### src/kmcu_pkg.sv
`timescale 1ns / 1ps
package kmcu_pkg;

  localparam int SUM_W   = 48;
  localparam int COORD_W = 32;
  localparam int CFG_W   = 5;
  localparam int USE_W   = 7;

  localparam logic OP_ADD    = 1'b0;
  localparam logic OP_FINISH = 1'b1;

  localparam logic REG_CLUSTERS = 1'b0;
  localparam logic REG_DIMS     = 1'b1;

  localparam logic [3:0] CLUSTERS_RESET = 4'd8;
  localparam logic [4:0] DIMS_RESET     = 5'd16;

  typedef enum logic [2:0] {
    ST_CLEAR,
    ST_IDLE,
    ST_ADD_WR,
    ST_FIN_RD,
    ST_FIN_LOAD,
    ST_FIN_DIV,
    ST_FIN_EMIT
  } state_t;

  typedef struct packed {
    logic                       operation;
    logic [2:0]                 cluster_index;
    logic [3:0]                 dimension_index;
    logic signed [COORD_W-1:0]  coordinate;
    logic                       point_done;
  } in_item_t;

  typedef struct packed {
    logic [2:0]                 out_cluster;
    logic [3:0]                 out_dimension;
    logic signed [COORD_W-1:0]  mean;
    logic                       cluster_empty;
    logic                       overflowed;
    logic                       last_result;
  } out_item_t;

  typedef struct packed {
    logic accept;
    logic clr_wr;
    logic add_wr;
    logic fin_rd;
    logic fin_load;
    logic div_go;
    logic emit;
    logic dim_next;
    logic fin_end;
  } cmd_t;

  typedef struct packed {
    logic item_ok;
    logic item_op;
    logic item_full;
    logic dim_ok;
    logic clr_last;
    logic div_done;
    logic dim_use;
    logic dim_last;
    logic cnt_zero;
  } status_t;

endpackage

### src/kmcu_ctrl.sv
`timescale 1ns / 1ps
module kmcu_ctrl import kmcu_pkg::*; (
  input  logic    clk,
  input  logic    rst_n,
  input  logic    start,
  input  status_t status,
  output cmd_t    cmd,
  output logic    busy
);

  state_t state_r, state_nxt;

  always_comb begin
    state_nxt = state_r;
    case (state_r)
      ST_CLEAR: begin
        if (status.clr_last) state_nxt = ST_IDLE;
      end
      ST_IDLE: begin
        if (start && status.item_ok) begin
          if (status.item_op == OP_FINISH) begin
            state_nxt = ST_FIN_RD;
          end else if (!status.item_full && status.dim_ok) begin
            state_nxt = ST_ADD_WR;
          end
        end
      end
      ST_ADD_WR: state_nxt = ST_IDLE;
      ST_FIN_RD: state_nxt = ST_FIN_LOAD;
      ST_FIN_LOAD: begin
        if (status.dim_use) begin
          state_nxt = status.cnt_zero ? ST_FIN_EMIT : ST_FIN_DIV;
        end else begin
          state_nxt = status.dim_last ? ST_IDLE : ST_FIN_RD;
        end
      end
      ST_FIN_DIV: begin
        if (status.div_done) state_nxt = ST_FIN_EMIT;
      end
      ST_FIN_EMIT: state_nxt = status.dim_last ? ST_IDLE : ST_FIN_RD;
      default: state_nxt = ST_IDLE;
    endcase
  end

  always_comb begin
    cmd  = '0;
    busy = 1'b1;
    case (state_r)
      ST_CLEAR: cmd.clr_wr = 1'b1;
      ST_IDLE: begin
        busy       = 1'b0;
        cmd.accept = start;
      end
      ST_ADD_WR: cmd.add_wr = 1'b1;
      ST_FIN_RD: cmd.fin_rd = 1'b1;
      ST_FIN_LOAD: begin
        cmd.fin_load = 1'b1;
        cmd.div_go   = status.dim_use && !status.cnt_zero;
        if (!status.dim_use) begin
          cmd.dim_next = !status.dim_last;
          cmd.fin_end  = status.dim_last;
        end
      end
      ST_FIN_DIV: ;
      ST_FIN_EMIT: begin
        cmd.emit     = 1'b1;
        cmd.dim_next = !status.dim_last;
        cmd.fin_end  = status.dim_last;
      end
      default: ;
    endcase
  end

  always_ff @(posedge clk) begin
    if (!rst_n) begin
      state_r <= ST_CLEAR;
    end else begin
      state_r <= state_nxt;
    end
  end

endmodule

### config.mk
export PLATFORM = sky130hd
export DESIGN_NAME = kmcu_ctrl
export DESIGN_NICKNAME = d
export VERILOG_FILES = /design/src/kmcu_pkg.sv /design/src/kmcu_ctrl.sv
export SDC_FILE = /design/constraint.sdc
export NUM_CORES = 1
export LEC_CHECK = 0
export ABC_CLOCK_PERIOD_IN_PS = 1300
export BUFFER_PORTS_ARGS = -buffer_cell sky130_fd_sc_hd__buf_2
export CAP_MARGIN = 20
export CORE_AREA = 3 3 40 42
export DETAILED_ROUTE_END_ITERATION = 12
export DIE_AREA = 0 0 43 45
export HOLD_SLACK_MARGIN = 0.12
export PLACE_DENSITY = 0.55
export SLEW_MARGIN = 10
export SYNTH_ARGS = -nofsm -noshare
export SYNTH_HDL_FRONTEND = slang
export SYNTH_SLANG_ARGS = --single-unit
### constraint.sdc
create_clock -name clk -period 1.3 [get_ports clk]
set_input_delay 0.39 -clock clk [delete_from_list [all_inputs] [get_ports clk]]
set_output_delay 0.39 -clock clk [all_outputs]
set_load 0.05 [all_outputs]
==> results.cfg, run 1 <==
[global_route]
grt_usage_pct = 14.2
overflow = 0
grt_first_pass_wirelength_mm = 2.10
antenna_found_initial = 0
grt_max_degree = 8
grt_pass1_vias = 503

[synthesis]
synth_cell_types = 27
yosysWarnings = 0
synth_area_per_cell_sq_um = 7.17
synth_cells = 44
syn-num-nets = 56
synth-seq-area-share_pct = 19.0
synth_area_sq_um = 315
synth_seq_cells = 3

[setup_path]
end_kind = output port
crit_type = register to output port
crit_slowest_cell = dfxtp_4
crit_path_max_fanout = 5
path_cells = nand2b_4 > buf_12 > nor3_4 > buf_6
worstPathArrival_ns = 1.17
cpPeakStageDelay_ns = 0.36
worstPathRequired_ns = 0.91
startpoint_type = register

[cts]
clockBufferDepth = 2
numCtsBuffers = 3
clkSinkCount = 3
holdBufCountCts = 0
clk_pin_slew_ns = 0.04
worst_skew_pair.late_latency_ns = 0.23
cts_tree = built
cts_root_buf = clkbuf_4
htreeDepth = 1

[route]
drc = 0
ant_nets = 0
num_vias = 478
post_drt_wl_per_cell_um = 10.9
via_per_inst = 4.69
dr.pass1.iters = 4
drt_iter0_drc = 5
drt-total-wl_mm = 1.11

[timing]
setup_ws_ns = -0.258
finalCriticalPeriod_ns = 1.56
max_slew_margin_pct = 85.1
rsz0062_at_grt = yes
fin_skew_ns = 0.00211
fmax_mhz = 642
hold_violations = 0
final_max_slew_viol_count = 0
period_share_pct = 120
setup_violations = 12
max_slew.worst_pin.slew_ns = 0.224

[finish]
nNetsFinal = 100
area_delta_synth_final_pct = 162
stdcell_area_sq_um = 825
fillCellCount = 109
seq_area_sq_um = 71.3
n_antenna_cell = 0
regMostFlops = state_r
multiInputGateArea_sq_um = 325
layout-drive-gt1-share_pct = 78.2
reg_top3 = state_r: 3 flops
largest_reg_flops = 3

[die]
core_sq_mm = 0.00128
io_pins = 22
placementRows = 13
dieHeight_um = 45
initial_utilization_pct = 24.5
die_area_sq_mm = 0.00194
die_w_um = 43

[power_and_ir_drop]
peakVddDrop_mv = 0.395
power_density_mw_per_mm2 = 598
p_leak_uw = 0.000397

[placed_design]
gp_routability_congestion = 0.757
portBuffers = 21
placed_area_sq_um = 592
place_ws_ns = -0.183
dp_hpwl_um = 797

[outcome]
violations = negative setup slack
status = finished with violations

[min_path]
hold_class = input pin to register

[run]
maxCapViolations = 0
==> power breakdown <==
| part | switching [uW] | internal [uW] |
|---|---|---|
| logic | 105 | 126 |
| registers | 7.08 | 93.1 |
| clock network | 46.1 | 115 |
==> logic make-up (layout without fill, tap and decap cells) <==
kind of cell	Yosys count	count (layout)	synth area share, %
AND/OR/NAND/NOR	25	25	42.5
AO/OA/AOI/OAI	11	11	26.6
flip-flops	3	3	19.0
buffers and inverters	5	48	11.9
==> worst max-delay path: cells and delay by family, from the launching register on <==
family                 cells  cell delay [ns]
and+or+nand+nor            2             0.27
buffers and inverters      2             0.31
DFF                        1             0.36
==> timing repair <==
action | 4_1_cts | 5_1_grt
gates cloned | 0 | 0
pin swaps | 4 | 4
buffers inserted | 7 | 3
resized for setup | 39 | 7
endpoints found under the setup margin | 12 | 12
==> cell usage in the layout, fill, tap and decap left out, types with 2 or more instances in the layout <==
cell type  Yosys  layout
a21oi_1        2       2
buf_2          0      11
buf_4          1      15
buf_6          2      10
buf_8          0       5
clkbuf_4       0       3
dfxtp_4        0       3
nand2_1        4       2
nand2_2        1       2
nand2b_4       0       2
nand3_1        2       2
nor2_4         0       6
==> routing by layer <==
| metal | track usage [%] | share of wire [%] |
|---|---|---|
| met5 | 0 | 0 |
| met4 | 1.81 | 0 |
| met3 | 3.98 | 4.7 |
| met2 | 25.1 | 55 |
| met1 | 17.6 | 40 |
==> stage by stage <==
step           instances  setup TNS [ns]  hold slack [ns]  total power (uW)  utilization [%]
6_report             102           -2.10            0.406               493             64.2
5_1_grt              102           -2.74            0.396               532             64.2
4_1_cts              101           -2.08            0.400               484             62.3
3_5_place_dp          90           -1.25            0.637               275             46.1
3_3_place_gp          90           -1.18            0.640               275             46.1
2_1_floorplan         44          -0.440            0.507               207                -
==> path summary, 6_finish.rpt <==
check        startpoint          to  slack [ns]  cells after the start
min               rst_n  state_r[2]        0.41                      2
max          state_r[1]      cmd[3]       -0.26                      4
max reg2reg  state_r[0]  state_r[0]       -0.12                      5
min reg2reg  state_r[0]  state_r[1]        0.73                      4
==> cell usage after synthesis (all sizes together) <==
| cell | count | share of area [%] |
|---|---|---|
| nor2 | 7 | 8.3 |
| inv | 2 | 2.4 |
| a22oi | 1 | 2.4 |
| nand2 | 5 | 6.7 |
| a22o | 1 | 2.8 |
| or2 | 1 | 2.8 |
| a21oi | 2 | 3.2 |
| a21o | 1 | 2.4 |
| o21a | 1 | 2.4 |
| nor2b | 1 | 2.0 |
| nand2b | 2 | 4.0 |
| o22ai | 1 | 2.0 |
| or3 | 1 | 2.0 |
| o311a | 1 | 3.2 |
| buf | 3 | 9.5 |
| dfxtp | 3 | 19 |
| o211a | 1 | 3.2 |
| o2bb2ai | 1 | 2.8 |
| and3 | 1 | 2.0 |
| and2b | 1 | 2.4 |
| nand3 | 2 | 3.2 |
| o211ai | 1 | 2.4 |
| nor3b | 1 | 4.0 |
| nor3 | 2 | 3.2 |
| and2 | 1 | 2.0 |
==> final cells by class <==
| cell class | instances | area share [%] |
|---|---|---|
| Timing Repair Buffer | 42 | 45.5 |
| Tap cell | 15 | 2.28 |
| Sequential cell | 3 | 8.65 |
| Clock buffer | 4 | 3.19 |
| Inverter | 2 | 0.910 |
| Multi-Input combinational cell | 36 | 39.5 |
Power figures use the tool's default switching activity.
==> inputs of run 2 (changes only) <==
==> constraint.sdc (replaced) <==
create_clock -name clk -period 1.3 [get_ports clk]
set_input_delay 0.195 -clock clk [delete_from_list [all_inputs] [get_ports clk]]
set_output_delay 0.195 -clock clk [all_outputs]
set_load 0.05 [all_outputs]
==> run 2 against run 1 <==
  * Via count down 8.6%
  * Design area shrank 21%
  * Register-to-register slack improved by 0.14 ns
  * Maximum frequency up 8.8%
  * Sequential power is essentially flat
  * Critical path depth is the same
  * The run still ends with negative setup slack left
==> results.cfg, run 2 (same netlist as run 1, synthesis figures left out) <==
[setup_path]
worstPathArrival_ns = 1.24
crit_path_max_fanout = 5
end_kind = output port
worstPathRequired_ns = 1.11
startpoint_type = register
crit_type = register to output port

[cts]
clk_pin_slew_ns = 0.04
clockBufferDepth = 2
cts_tree = built
worst_skew_pair.late_latency_ns = 0.24
numCtsBuffers = 3
clkSinkCount = 3
htreeDepth = 1
holdBufCountCts = 0
cts_root_buf = clkbuf_4

[global_route]
grt_max_degree = 8
grt_first_pass_wirelength_mm = 1.75
antenna_found_initial = 0
overflow = 0
grt_usage_pct = 12.2
grt_pass1_vias = 422

[route]
drc = 0
drt_iter0_drc = 8
via_per_inst = 4.75
ant_nets = 0
drt-total-wl_mm = 1.04
post_drt_wl_per_cell_um = 11.3
num_vias = 437
dr.pass1.iters = 4

[finish]
layout_commonest_cell = buf_2
fillCellCount = 135
area_delta_synth_final_pct = 106
nNetsFinal = 90
finalNonFillerCells = 92
layout-drive-gt1-share_pct = 64.9
stdcell_area_sq_um = 648
n_antenna_cell = 0
largest_reg_flops = 3
layout_common_cells = buf_2, buf_6, buf_4
reg_top3 = state_r: 3 flops
regMostFlops = state_r

[timing]
finalCriticalPeriod_ns = 1.43
rsz0062_at_grt = yes
fmax_mhz = 698
fin_skew_ns = 0.00296
max_slew.worst_pin.slew_ns = 0.248
final_max_slew_viol_count = 0
setup_ws_ns = -0.132
period_share_pct = 110
holdWs_ns = 0.203
setup_violations = 8
max_slew_margin_pct = 83.6
hold_violations = 0

[placed_design]
placed_area_sq_um = 484
portBuffers = 21
gp_routability_congestion = 0.781
dp.cells = 85
dp_hpwl_um = 745

[die]
core_sq_mm = 0.00128
initial_utilization_pct = 24.5
die_area_sq_mm = 0.00194
dieHeight_um = 45
placementRows = 13
die_w_um = 43
io_pins = 22

[power_and_ir_drop]
peakVddDrop_mv = 0.361
power_uw = 433
power_density_mw_per_mm2 = 669
p_leak_uw = 0.000311

[min_path]
hold_class = input pin to register

[run]
maxCapViolations = 0

[outcome]
status = finished with violations
violations = negative setup slack
[run 2: final cells by class]
type	instances	area [sq um]	share of cell area (%)
well taps	15	18.8	2.90
clock buffers	4	26.3	4.05
inverters	2	11.3	1.74
multi-input cells	36	265	40.9
flip-flops and latches	3	71.3	11.0
repair buffers	32	255	39.4
[run 2: repair_timing]
item / CTS / global route
pin swaps: 2 / 3
hold endpoints to repair: 0 / 0
resized for setup: 28 / 7
setup endpoints to repair: 11 / 11
setup buffers: 1 / 2
[run 2: critical path: stages (launching register included)]
cell	delay [ns]
dfxtp_4	0.35
buf_6	0.11
nand2b_4	0.16
nor3_2	0.19
buf_6	0.18
[run 2: power by group]
part | internal, uW | switching (uW)
registers | 93.0 | 6.53
clock network | 115 | 53.9
logic | 77.1 | 87.4
total | 286 | 148
[run 2: layer usage]
layer	global-route usage (%)	wire length (um)
met1	14.9	478
met2	19.2	476
met3	2.39	68
met4	9.04	20
met5	0	0
[run 2: path summary, 6_finish.rpt]
path / start / endpoint / slack [ns] / cells after the start
min reg2reg: state_r[1] / state_r[1] / 0.61 / 3
max: state_r[0] / cmd[3] / -0.13 / 4
min: rst_n / state_r[2] / 0.20 / 2
max reg2reg: state_r[1] / state_r[0] / 0.02 / 4
[run 2: through the flow]
stage | TNS (ns) | setup slack [ns] | util (%)
after floorplan | -0.474 | -0.161 | -
after global placement | 0 | 0.00977 | 37.7
after detailed placement | 0 | 0.00258 | 37.7
after CTS | -0.472 | -0.107 | 47.3
after global routing | -1.21 | -0.172 | 50.4
final | -0.602 | -0.132 | 50.4
